## src/rtl/assert_macros.svh

```systemverilog
// Assertion helpers; clk and rst_n must be visible where these are used.
`ifndef ASSERT_MACROS_SVH
`define ASSERT_MACROS_SVH

// expression holds on every clock out of reset
`define ASSERT_ALWAYS(lbl, expr, msg) \
    lbl: assert property (@(posedge clk) disable iff (!rst_n) (expr)) else $error(msg);

// same-cycle implication
`define ASSERT_IMPL(lbl, ante, cons, msg) \
    lbl: assert property (@(posedge clk) disable iff (!rst_n) (ante) |-> (cons)) \
        else $error(msg);

// next-cycle implication
`define ASSERT_NEXT(lbl, ante, cons, msg) \
    lbl: assert property (@(posedge clk) disable iff (!rst_n) (ante) |=> (cons)) \
        else $error(msg);

`endif

```

## src/rtl/mccwc_pkg.sv

```systemverilog
package mccwc_pkg;

    localparam int DEF_MAX_AMOUNT = 1023;
    localparam int TARGET_W       = 10;
    localparam int COIN_W         = 10;
    localparam int WAYS_W         = 32;

    typedef enum logic [2:0] {
        ST_CLEAR,
        ST_IDLE,
        ST_SWEEP,
        ST_DRAIN,
        ST_ANS_RD,
        ST_ANS_WAIT
    } state_t;

    typedef struct packed {
        logic rd_en;     // read both ports this cycle
        logic sweep;     // read belongs to a sweep, update follows next cycle
        logic clr;       // clearing write this cycle
        logic ans_load;  // answer data is taken into the result register
    } ctl_t;

endpackage

```

## src/rtl/mccwc_seq.sv

```systemverilog
module mccwc_seq #(
    parameter int MAX_AMOUNT = mccwc_pkg::DEF_MAX_AMOUNT,
    parameter int AW         = $clog2(mccwc_pkg::DEF_MAX_AMOUNT + 1)
) (
    input  logic                            clk,
    input  logic                            rst_n,
    input  logic                            coin_valid,
    output logic                            coin_stall,
    input  logic [mccwc_pkg::COIN_W-1:0]    coin_value,
    input  logic                            last_coin,
    input  logic [mccwc_pkg::TARGET_W-1:0]  target_amount,
    input  logic                            result_free,
    output logic [AW-1:0]                   addr_a,
    output logic [AW-1:0]                   addr_b,
    output logic [AW-1:0]                   clr_addr,
    output mccwc_pkg::ctl_t                 ctl
);

    `include "assert_macros.svh"

    localparam int TW = (AW > mccwc_pkg::TARGET_W) ? AW : mccwc_pkg::TARGET_W;
    localparam logic [TW-1:0] MAX_EXT = TW'(MAX_AMOUNT);
    localparam logic [AW-1:0] LAST_ADDR = AW'(MAX_AMOUNT);

    mccwc_pkg::state_t state_reg, state_next;
    logic [AW-1:0] amt_reg, amt_next;
    logic [AW-1:0] src_reg, src_next;
    logic [AW-1:0] tgt_reg, tgt_next;
    logic [AW-1:0] clr_reg, clr_next;
    logic          last_reg, last_next;

    logic [TW-1:0] target_ext;
    logic [TW-1:0] coin_ext;
    logic [AW-1:0] tgt_clamped;
    logic          accept;
    logic          skip;

    always_comb
    begin
        target_ext  = TW'(target_amount);
        coin_ext    = TW'(coin_value);
        tgt_clamped = (target_ext > MAX_EXT) ? MAX_EXT[AW-1:0] : target_ext[AW-1:0];
        // zero coin or coin above target leaves the rows alone
        skip        = (coin_value == '0) || (coin_ext > TW'(tgt_clamped));
        accept      = coin_valid && (state_reg == mccwc_pkg::ST_IDLE);
    end

    // next state
    always_comb
    begin
        state_next = state_reg;
        unique case (state_reg)
            mccwc_pkg::ST_CLEAR:
            begin
                if (clr_reg == LAST_ADDR)
                    state_next = mccwc_pkg::ST_IDLE;
            end
            mccwc_pkg::ST_IDLE:
            begin
                if (accept)
                begin
                    if (!skip)
                        state_next = mccwc_pkg::ST_SWEEP;
                    else if (last_coin)
                        state_next = mccwc_pkg::ST_ANS_RD;
                end
            end
            mccwc_pkg::ST_SWEEP:
            begin
                if (amt_reg == tgt_reg)
                    state_next = mccwc_pkg::ST_DRAIN;
            end
            mccwc_pkg::ST_DRAIN:
            begin
                state_next = last_reg ? mccwc_pkg::ST_ANS_RD : mccwc_pkg::ST_IDLE;
            end
            mccwc_pkg::ST_ANS_RD:
            begin
                state_next = mccwc_pkg::ST_ANS_WAIT;
            end
            mccwc_pkg::ST_ANS_WAIT:
            begin
                if (result_free)
                    state_next = mccwc_pkg::ST_CLEAR;
            end
            default:
            begin
                state_next = mccwc_pkg::ST_CLEAR;
            end
        endcase
    end

    // counters and latched request
    always_comb
    begin
        amt_next  = amt_reg;
        src_next  = src_reg;
        tgt_next  = tgt_reg;
        last_next = last_reg;
        clr_next  = clr_reg;
        if (accept)
        begin
            tgt_next  = tgt_clamped;
            last_next = last_coin;
            amt_next  = coin_ext[AW-1:0];
            src_next  = '0;
        end
        else if (state_reg == mccwc_pkg::ST_SWEEP && amt_reg != tgt_reg)
        begin
            amt_next = AW'(amt_reg + 1'b1);
            src_next = AW'(src_reg + 1'b1);
        end
        if (state_reg == mccwc_pkg::ST_ANS_WAIT)
            clr_next = '0;
        else if (state_reg == mccwc_pkg::ST_CLEAR && clr_reg != LAST_ADDR)
            clr_next = AW'(clr_reg + 1'b1);
    end

    // outputs
    always_comb
    begin
        coin_stall   = (state_reg != mccwc_pkg::ST_IDLE);
        addr_a       = src_reg;
        addr_b       = (state_reg == mccwc_pkg::ST_ANS_RD) ? tgt_reg : amt_reg;
        clr_addr     = clr_reg;
        ctl.rd_en    = (state_reg == mccwc_pkg::ST_SWEEP) ||
                       (state_reg == mccwc_pkg::ST_ANS_RD);
        ctl.sweep    = (state_reg == mccwc_pkg::ST_SWEEP);
        ctl.clr      = (state_reg == mccwc_pkg::ST_CLEAR);
        ctl.ans_load = (state_reg == mccwc_pkg::ST_ANS_WAIT) && result_free;
    end

    always_ff @(posedge clk or negedge rst_n)
    begin
        if (!rst_n)
        begin
            state_reg <= mccwc_pkg::ST_CLEAR;
            clr_reg   <= '0;
        end
        else
        begin
            state_reg <= state_next;
            clr_reg   <= clr_next;
        end
    end

    always_ff @(posedge clk)
    begin
        amt_reg  <= amt_next;
        src_reg  <= src_next;
        tgt_reg  <= tgt_next;
        last_reg <= last_next;
    end

    `ASSERT_IMPL(a_sweep_in_range, state_reg == mccwc_pkg::ST_SWEEP, amt_reg <= tgt_reg,
        "sweep amount beyond target")
    `ASSERT_NEXT(a_sweep_steps, state_reg == mccwc_pkg::ST_SWEEP && amt_reg != tgt_reg,
        state_reg == mccwc_pkg::ST_SWEEP && amt_reg == AW'($past(amt_reg) + 1'b1),
        "sweep did not advance by one amount")

endmodule

```

## config.mk

```make
export PLATFORM = sky130hd
export DESIGN_NAME = mccwc_seq
export DESIGN_NICKNAME = d
export VERILOG_FILES = /design/src/rtl/mccwc_pkg.sv /design/src/rtl/mccwc_seq.sv
export VERILOG_INCLUDE_DIRS = /design/src /design/src/rtl
export SDC_FILE = /design/constraint.sdc
export NUM_CORES = 1
export LEC_CHECK = 0
export ABC_AREA = 1
export BUFFER_PORTS_ARGS = -buffer_cell sky130_fd_sc_hd__buf_2
export CAP_MARGIN = 20
export CORE_UTILIZATION = 50
export DETAILED_ROUTE_END_ITERATION = 8
export GPL_TIMING_DRIVEN = 0
export PLACE_DENSITY = 0.75
export RECOVER_POWER = 100
export SLEW_MARGIN = 10
export SYNTH_ARGS = -nofsm -noshare
export SYNTH_HDL_FRONTEND = slang
export SYNTH_SLANG_ARGS = --single-unit
```

## constraint.sdc

```tcl
create_clock -name clk -period 1.9 [get_ports clk]
set_clock_uncertainty 0.05 [all_clocks]
set_input_delay 0.19 -clock clk [delete_from_list [all_inputs] [get_ports clk]]
set_output_delay 0.19 -clock clk [all_outputs]
set_load 0.02 [all_outputs]
```

# --- Word-level counts from Yosys, hierarchy flattened ---
# Index checks and enable logic that the tools add are counted.
word_totals:
  ff_bits: 44
  output_inout_bits: 35
op_classes:
  addsub: 3
  magnitude_cmp: 2
  n_reduce_logical: 11
  n_eq_ne: 15
  muxes: 14
op_table:
  columns: ["operator", "count"]
  rows:
  - ["$mux W10", 6]
  - ["$add A10 B1 Y10 const B", 3]
  - ["$mux W3", 7]
  - ["$pmux W3 S6", 1]
  - ["$eq A10 B10 Y1", 1]
  - ["$eq A10 B10 Y1 const B", 1]
  - ["$gt A10 B10 Y1", 1]
  - ["$gt A10 B10 Y1 const B", 1]
  - ["$logic_not A10 Y1", 1]
  - ["$ne A10 B10 Y1", 1]
  - ["$ne A10 B10 Y1 const B", 1]
  - ["$eq A3 B2 Y1 const B", 2]
  - ["$eq A3 B3 Y1 const B", 2]
  - ["$reduce_and A5 Y1", 1]
  - ["$logic_and A1 B1 Y1", 4]
  - ["$ne A2 B1 Y1 const B", 2]
  - ["$ne A2 B2 Y1 const B", 2]
  - ["$reduce_bool A2 Y1", 2]
  - ["$eq A3 B1 Y1 const B", 1]
  - ["$logic_not A3 Y1", 1]
  - ["$ne A3 B1 Y1 const B", 1]
  - ["$ne A3 B3 Y1 const B", 1]
  - ["$logic_or A1 B1 Y1", 2]

# --- Longest topological paths before layout ---
# Gate-level depths: netlist of run 1.
depth:
  depth_word: 7
  depth_mapped: 14
  ltp_nobuf: 14

# --- Worst setup path after synthesis of run 1 ---
# Ideal clock, no wire load.
synth_timing:
  path_kind: "reg2reg"
  startpoint: "register state_reg[2]"
  endpoint: "register amt_reg[0] (enable)"
  required_time_ns: 1.510
  stages_incl_launch_ff: 7
  period_less_slack_ns: 1.853
  path_slack_ns: 0.047
  arrival_time_ns: 1.464
  cell_sequence: "dfrtp_1 inv_1 nand2_1 nor2_1 nand2_2 buf_6 nand2_1"
synth_rtl:
  columns: ["element", "line_no", "source"]
  rows:
  - ["from (decl)", "mccwc_seq.sv:25", "mccwc_pkg::state_t state_reg, state_next;"]
  - ["from (signal assigned)", "mccwc_seq.sv:137", "state_reg <= mccwc_pkg::ST_CLEAR;"]
  - ["from (signal assigned)", "mccwc_seq.sv:142", "state_reg <= state_next;"]
  - ["to (signal assigned)", "mccwc_seq.sv:149", "amt_reg <= amt_next;"]
  - ["to (decl)", "mccwc_seq.sv:26", "logic [AW-1:0] amt_reg, amt_next;"]

# --- Final worst setup path of run 1 ---
layout_timing:
  startpoint: "register state_reg[1]"
  endpoint: "output port addr_b[2]"
layout_between:
  elab_chain_len: 2
layout_lines:
  columns: ["element", "line_no", "source"]
  rows:
  - ["$eq A3 B3 Y1", "mccwc_seq.sv:124", "addr_b = (state_reg == mccwc_pkg::ST_ANS_RD) ? tgt_reg : amt_reg;"]
  - ["$mux W10", "mccwc_seq.sv:124", null]
  - ["to (decl)", "mccwc_seq.sv:14", "output logic [AW-1:0] addr_b,"]
# Every way passes these cells.

==> summary.md, run 1 <==
The run finished with clean final reports. The first global-routing pass estimated 10800 um of wire. The async set-reset flop share out of synthesis came out at 29.5%. The number of nets in the synthesized netlist is 426. The share of the clock period used by the worst path after layout was 93.0%. For this design, the slowest cell found on the critical path is sky130_fd_sc_hd__dfrtp_1. In the synthesized netlist the dominant register cell turns out to be sky130_fd_sc_hd__edfxtp_1.

In the synthesized netlist, the number of instances is 388. Dividing the detail-routed wire length by the instance count gives 12.2 um. The logs give 0 for the number of nets with antenna violations after detailed routing and 0.849 for the final weighted congestion of routability-driven global placement. The analysis attributes to cell leakage a power of 1.63 nW. TritonCTS built the clock tree. The first detailed-routing pass ran for 4 iterations. The initial antenna violation count was 0.

The tools report the largest net degree at the start of global routing as 21. The H-tree was split into 2 levels. For the routed wire length, the log shows 6450 um. The logs give 0.0618 ns for the minimum hold slack and 1.53 ns for the data arrival time at the worst-slack endpoint. Summed over all nets, the half-perimeter wirelength after detailed placement is 5030 um.

Instance count along the most critical hold path: 1. The boundary pin count is 60, and the placement row count is 27. The synthesized netlist occupies a cell area of 2870 um2. The number of endpoints with negative hold slack in the final report came out at 0. The floorplan step defined a die boundary enclosing 6050 um2. In this run the tool buffered the top-level ports with 58 buffer cells.

The achievable frequency came out at 0.566 GHz. TritonCTS created 5 clock buffers. The worst pin sits at a relative slew slack of 50.9%.

After clock tree synthesis, the clock-pin slew on the worst setup and hold paths is 0.08 ns. For this run, the post-layout net count is 492. Together, buffers and inverters on the worst path number 2. The tools report the worst slack at placement as -0.0180 ns.

Of all cell types, the one taking the most synthesized area is sky130_fd_sc_hd__edfxtp_1. The register-to-register path setup slack is 0.15 ns, and the clock latency at the later pin of the worst-skew pair is 0.30 ns. Launch instance of the worst register-to-register path: clr_addr[0]. The area growth from synthesis to layout is 15.9%. The detailed router placed 2640 vias in this run.

The critical path's top delay family was flip-flops. The worst setup slack after layout is 0.134 ns, and the area of the core is 5510 um2. The number of cells traversed by the worst register-to-register path works out to 11. The sequential fraction of the synthesis area is 40.3%, and the synthesized area per cell is 7.39 um2.

The synthesized design contains 21 enable-type register cells. The area share of the leading cell type in the synthesized netlist came out at 22.0%. Worst flop-to-flop path endpoint: state_reg[0]. The commonest cells after synthesis are sky130_fd_sc_hd__nand2_1 (110), sky130_fd_sc_hd__inv_1 (53), sky130_fd_sc_hd__nor2_1 (33).

The worst setup path is launched from a flip-flop. Counting along the longest clock path gives a buffer depth of 2. Max-cap violations in this run came to 0. On the worst path, the slowest cell contributes a delay of 0.42 ns. The logs give 0 for the number of slew-limit violations in the final report and 44 for the CTS sink count.

The number of warnings printed during yosys synthesis is 0, and the post-route minimum period is 1.77 ns. The synthesized netlist contains 35 unique library cells. By area the synthesized netlist is led by sky130_fd_sc_hd__edfxtp_1 (22%), sky130_fd_sc_hd__nand2_1 (14%), sky130_fd_sc_hd__dfrtp_1 (11%). The type of the worst min-delay path was in2reg. The repair_antennas step left the layout with diodes totalling 0.

The initial standard-cell utilization of the core was 52.1%. Remaining design rule violation count: 0. The die is 77.8 um tall.

The endpoint of the worst hold path was last_reg. Number of global-route vias before repair: 2429. The cell chosen for the clock root is sky130_fd_sc_hd__clkbuf_8. The maximum vdd drop was 0.540 mV. For this block, the initial DRC count from the detailed router was 150. The fraction of layout cells with a size suffix above 1 is 13.6%. Count of buffers added by post-CTS timing repair for setup: 0. Dividing total power by cell area gives a power density of 1330 nW/um2. The width of the die works out to 77.8 um. The signal on the critical path passes through nor2_2 > nand2_1 > buf_4 > a21oi_1 > buf_2.

For the pin with the worst max-slew slack, the measured transition is 0.737 ns. STA puts the critical path data required time at 1.66 ns. The register bit total from synthesis was 44; the largest fanout on the critical path was 10. Setup violations remaining at the end of the flow were counted as 0.

Setup repair after global routing left no endpoint under its margin. The run gives 22.9% as the all-layer global routing usage. The category of the most critical setup path was reg2out. Power comes to 0.00442 W. Global routing finished with a remaining overflow of 0.

The kind of capture point of the worst setup path is an output pin. Among all cell types in the netlist, the one instantiated most often is sky130_fd_sc_hd__nand2_1. In this run the most critical hold path is launched from last_coin. In the routed layout, each cell is associated on average with a via count of 5.01.
-- worst register-to-register path, cell delays in order (launching register included) --
cell                       delay [ns]
sky130_fd_sc_hd__dfrtp_1         0.45
sky130_fd_sc_hd__ha_1            0.20
sky130_fd_sc_hd__nand2_1         0.10
sky130_fd_sc_hd__nand3b_4        0.20
sky130_fd_sc_hd__nor2_4          0.10
sky130_fd_sc_hd__nand3_2         0.08
sky130_fd_sc_hd__nand2_4         0.11
sky130_fd_sc_hd__inv_4           0.07
sky130_fd_sc_hd__nor2_4          0.13
sky130_fd_sc_hd__nand2_1         0.06
sky130_fd_sc_hd__nand2_1         0.05
sky130_fd_sc_hd__nand2_1         0.05
-- metrics by stage --
step | instances | util [%] | setup TNS, ns | area, um2
floorplan | 388 | - | 0 | 2870
global placement | 518 | 59.0 | -0.147 | 3250
detailed placement | 518 | 59.0 | -0.175 | 3250
CTS | 527 | 60.8 | 0 | 3350
global route | 527 | 60.4 | 0 | 3320
finish | 527 | 60.4 | 0 | 3320
-- layout by cell type, fill, tap and decap left out, types with 2 or more instances in the layout --
master / Yosys / routed
sky130_fd_sc_hd__ha_1: 13 / 13
sky130_fd_sc_hd__buf_6: 1 / 2
sky130_fd_sc_hd__o21ai_1: 2 / 4
sky130_fd_sc_hd__edfxtp_1: 21 / 21
sky130_fd_sc_hd__dfrtp_1: 13 / 12
sky130_fd_sc_hd__nor2_4: 3 / 3
sky130_fd_sc_hd__buf_4: 2 / 2
sky130_fd_sc_hd__a21oi_1: 19 / 19
sky130_fd_sc_hd__nor4_1: 2 / 2
sky130_fd_sc_hd__xor2_1: 8 / 8
sky130_fd_sc_hd__nand2_2: 3 / 3
sky130_fd_sc_hd__nand2_4: 2 / 3
sky130_fd_sc_hd__nand2_1: 110 / 109
sky130_fd_sc_hd__dfxtp_1: 10 / 10
sky130_fd_sc_hd__inv_2: 4 / 4
sky130_fd_sc_hd__clkbuf_2: 0 / 6
sky130_fd_sc_hd__o21ai_0: 24 / 22
sky130_fd_sc_hd__nand3_1: 18 / 18
sky130_fd_sc_hd__nand3b_1: 3 / 3
sky130_fd_sc_hd__xnor2_1: 6 / 6
sky130_fd_sc_hd__clkbuf_1: 13 / 42
sky130_fd_sc_hd__nor3_1: 4 / 4
sky130_fd_sc_hd__buf_2: 1 / 25
sky130_fd_sc_hd__inv_1: 53 / 53
sky130_fd_sc_hd__clkbuf_8: 0 / 5
sky130_fd_sc_hd__nor2_1: 33 / 32
sky130_fd_sc_hd__nand4_1: 10 / 10
-- report_power, final --
group	total (W)	switching (W)	internal [W]
Sequential	0.00163	0.000276	0.00135
Combinational	0.00223	0.00150	0.000726
Clock	0.000568	0.000309	0.000258
-- layer usage --
layer | track usage [%] | up-vias | wire, um
met1 | 28.4 | 1201 | 2880
met3 | 4.12 | 13 | 269
met5 | 0 | - | 0
met4 | 7.55 | 0 | 120
met2 | 39.8 | 60 | 3180
li1 | - | 1366 | -
-- cell type report --
class | instances | area [um2]
sequential | 44 | 1160
tap | 72 | 90.1
inverter | 58 | 220
timing repair buffer | 59 | 263
multi-input combinational | 269 | 1420
buffer | 17 | 90.1
clock inverter | 1 | 5.00
fill | 519 | 2180
clock buffer | 7 | 76.3
-- how the worst max path moves through the flow --
stage / from / end / cells past startpoint / slack (ns)
after floorplan: state_reg[2] / amt_reg[0] / 6 / 0.05
after global placement: amt_reg[8] / amt_reg[9] / 9 / -0.02
after detailed placement: amt_reg[5] / amt_reg[8] / 10 / -0.02
after CTS: state_reg[0] / ctl[0] / 6 / 0.01
after global routing: state_reg[0] / addr_b[9] / 5 / 0.007
final: state_reg[1] / addr_b[2] / 5 / 0.13
-- cells by family (layout without fill, tap and decap cells) --
logic type | Yosys count | in the layout | share of synthesized area [%]
simple gates | 193 | 193 | 30.4
fa+ha+maj | 13 | 13 | 5.67
compound gates | 49 | 49 | 8.85
xor+xnor | 14 | 14 | 4.27
flops | 44 | 44 | 40.3
buf+inv | 75 | 142 | 10.5
-- what timing repair did --
| action | in CTS | in global routing |
|---|---|---|
| pin swaps | 0 | 0 |
| hold buffers | 1 | 0 |
| gates cloned | 0 | 0 |
| resized for setup | 5 | 13 |
| hold endpoints to repair | 13 | 0 |
| setup endpoints to repair | 20 | 34 |
(Power assumes the default switching activity.)
==> inputs of run 2 (changes only) <==
- ABC_AREA: 1 -> not set
- ABC_CLOCK_PERIOD_IN_PS: not set -> 1900
==> run 2 against run 1 <==
Net effect: the run now ends with setup timing left; synthesized cell count fell by 26%; clock power rose by 31%; cell count fell by 15%; fmax fell by 8.6%; worst setup slack got worse by 0.17 ns; critical path type unchanged; highest routed layer unchanged.
==> summary.md, run 2 <==
The slowest stage of the critical path is the sky130_fd_sc_hd__dfrtp_1 cell. Number of slew-limit violations in the final report: 0. The kind of launch point of the worst setup path was a flip-flop. The clock edge transition at the registers on the reported setup and hold paths came out at 0.09 ns. The top cell types in the final layout, fill and taps aside, are sky130_fd_sc_hd__clkbuf_1 (40), sky130_fd_sc_hd__nand2_1 (33), sky130_fd_sc_hd__nor2_1 (23).

The share of the clock period used by the worst path after layout was 102%; the post-synthesis net count was 327. The final reports fail on setup timing. For flop-to-flop paths, the worst setup slack is -0.01 ns. For the worst setup path, the data arrival time is 1.69 ns. For this design the ratio of total power to cell area is 517 nW/um2.

Counting every instance in the synthesized netlist gives 289. The final layout contains routed wiring with a total length of 6700 um. The boundary pin count is 60, and the number of DRC markers in iteration 0 is 225. The tools report the initial antenna violation count as 0. Most frequent standard cell in the layout excluding fill and tap cells: sky130_fd_sc_hd__clkbuf_1. By count the netlist is led by sky130_fd_sc_hd__nand2_1 (35), sky130_fd_sc_hd__nor2_1 (23), sky130_fd_sc_hd__edfxtp_1 (21).

The number of buffers inserted by port buffering works out to 58. The width of the die came out at 75.8 um. The worst hold path belongs to the class in2reg. In this design, the stage delay of the slowest critical-path cell is 0.35 ns.

Kind of capture point of the worst setup path: an output pin. The synthesized netlist contains 44 unique library cells. Entering global routing, the biggest net connects 21 pins. Synthesis inferred 44 register bits. Once the floorplan was initialized, standard cells occupied 52.6% of the core. For this run, asynchronously set or reset flops after synthesis account for 29.5%. The tools report the final layout net count as 415. The final route contains 2423 vias. The sequential fraction of the synthesis area is 42.5%.

Cells with a size suffix above 1 make up 28.0% of the layout. The run finished, with violations left. Using the TritonRoute via totals, the vias-per-cell ratio works out to 5.41. In the final routed layout, each cell accounts on average for 14.9 um. The synthesized design devotes to its leading area cell type 23.2% of total area. The critical path goes through buf_6 > nor3b_4 > buf_6 > mux2_4 > buf_6.

The first global-routing pass estimated 10300 um of wire. The number of warnings printed during yosys synthesis came out at 0. After detailed routing, the number of remaining DRC violations is 0.

Summed over all cells, the static leakage comes to 1.46 nW. The worst-case headroom to the max-slew limit is 52.2%, and the total CTS buffers is 5. Global routing used 24.3% of the available tracks across all layers.

Setup TNS after final layout: -0.181 ns. At the pin with the least slew margin, the transition time is 0.717 ns. Among all cell types in the netlist, the one instantiated most often is sky130_fd_sc_hd__nand2_1. Static timing analysis puts the maximum clock frequency at 0.517 GHz. The synthesized area per cell was 9.41 um2; the CTS sink count was 44.

Across the run, the number of max-cap violations was 0. The area growth from synthesis to layout is 31.5%. The floorplan has 26 rows. Number of antenna diodes: 0.

The number of iterations in the first detailed-routing pass was 4. After synthesis the cells add up to 2720 um2. Detailed-placement wirelength estimate: 4460 um. TritonCTS built the clock tree. The total placed cells including tap cells was 417. The remaining global-route overflow was 0; the required arrival time at the worst endpoint was 1.66 ns. The worst-case IR drop observed on VDD is 0.425 mV. The number of nets with antenna violations after detailed routing was 0.

For this run, the leading register cell type out of synthesis is sky130_fd_sc_hd__edfxtp_1. CTS built an H-tree with a depth of 2. The number of endpoints with negative hold slack in the final report came out at 0. For the worst-skew pair, the clock arrives at the later sink with an insertion delay of 0.31 ns. In the post-synthesis netlist, the biggest area contributors are sky130_fd_sc_hd__edfxtp_1 (23%), sky130_fd_sc_hd__dfrtp_1 (12%), sky130_fd_sc_hd__dfxtp_1 (7.4%). The largest fanout on the critical path is 6. Cell chosen for the clock root: sky130_fd_sc_hd__clkbuf_8. The critical path in this run is classified as reg2out.

The die area came out at 5740 um2. In this run, synthesis inferred 21 flip-flops with an integrated enable. Setup violations remaining at the end of the flow were counted as 13. For the number of buffers on the longest clock path, the log shows 2. The cell that appears most often on the critical path is sky130_fd_sc_hd__buf_6. The critical path contains buffers and inverters numbering 3 combined.

Cell taking the most area after synthesis: sky130_fd_sc_hd__edfxtp_1. In this design, the largest share of critical-path delay is due to buffers and inverters. The final weighted congestion of routability-driven global placement came out at 0.796. Setup repair after global routing could not meet its margin everywhere. The non-filler instance count after layout was 448.

The die extent in y was 75.8 um. In this run the standard cell core region covers 5170 um2. The number of global-route vias before repair was 2269. The worst setup slack after layout is -0.0333 ns, and the post-route minimum period is 1.93 ns.
==> run 2: changes by cell type in the layout (fill, tap and decap cells not counted), sizes merged, moves of 7 or more <==
cell   previous run  this run
a21oi            19         9
xnor2             6        13
nand2           115        35
nand3            19        10
nor2             36        23
buf              29        57
mux2              0        11
inv              58        19
o21ai            26        13
==> run 2: worst register-to-register path: cells and delay by family, from the launching register on <==
family                 cells  cell delay, ns
XOR/XNOR                   1            0.20
buffers and inverters      1            0.18
AND/OR/NAND/NOR            2            0.60
flip-flops                 1            0.50
AO/OA/AOI/OAI              1            0.14
==> run 2: stage by stage <==
| step | setup WS [ns] | area (um2) | utilization [%] | hold slack (ns) | power [W] |
|---|---|---|---|---|---|
| 2_1_floorplan | 0.0318 | 2730 | - | -0.156 | 0.00107 |
| 3_3_place_gp | -0.332 | 3110 | 60.1 | 0.0397 | 0.00112 |
| 3_5_place_dp | -0.353 | 3110 | 60.1 | 0.0434 | 0.00112 |
| 4_1_cts | -0.0490 | 3520 | 68.0 | 0.0404 | 0.00185 |
| 5_1_grt | -0.112 | 3580 | 69.2 | 0.0441 | 0.00192 |
| 6_report | -0.0333 | 3580 | 69.2 | 0.0462 | 0.00185 |
==> run 2: path summary, 6_finish.rpt <==
kind,from,endpoint,cells past startpoint
max,state_reg[2],addr_b[3],5
min,target_amount[0],tgt_reg[0],1
max reg2reg,amt_reg[0],amt_reg[9],5
min reg2reg,addr_a[5],addr_a[5],2
max in group asynchronous,rst_n,state_reg[1],2
min in group asynchronous,rst_n,clr_addr[9],2
==> run 2: layout make-up <==
type	instances	area (um2)
clock buffers	5	68.8
plain buffers	18	90.1
fillers	406	1600
well taps	70	87.6
inverters	19	71.3
multi-input cells	207	1550
repair buffers	82	508
flip-flops and latches	44	1160
clock inverters	3	47.5
==> run 2: logic make-up (layout without fill, tap and decap cells) <==
logic type	Yosys count	after routing	share of synthesized area [%]
simple gates	111	112	20.1
flops	44	44	42.5
buf+inv	39	127	6.67
compound gates	38	38	9.25
xor+xnor	27	27	8.69
mux	17	17	6.76
fa+ha+maj	13	13	5.98
==> run 2: timing repair <==
action,in CTS,in global routing
gates cloned,2,0
resized for setup,48,17
endpoints found under the setup margin,51,55
hold buffers,1,0
buffers inserted,19,3
pin swaps,10,7
hold endpoints to repair,13,0
==> run 2: routing by layer <==
metal	global-route usage (%)	wire [um]	share of wire (%)
met3	4.37	262	3.9
met4	8.02	64	0.96
met1	31.5	3040	45
met5	0	0	0
met2	41.0	3330	50
==> run 2: where the power goes <==
| part | internal (W) | switching (W) |
|---|---|---|
| logic | 0.0000504 | 0.0000636 |
| clock network | 0.000396 | 0.000350 |
| registers | 0.000991 | 0 |
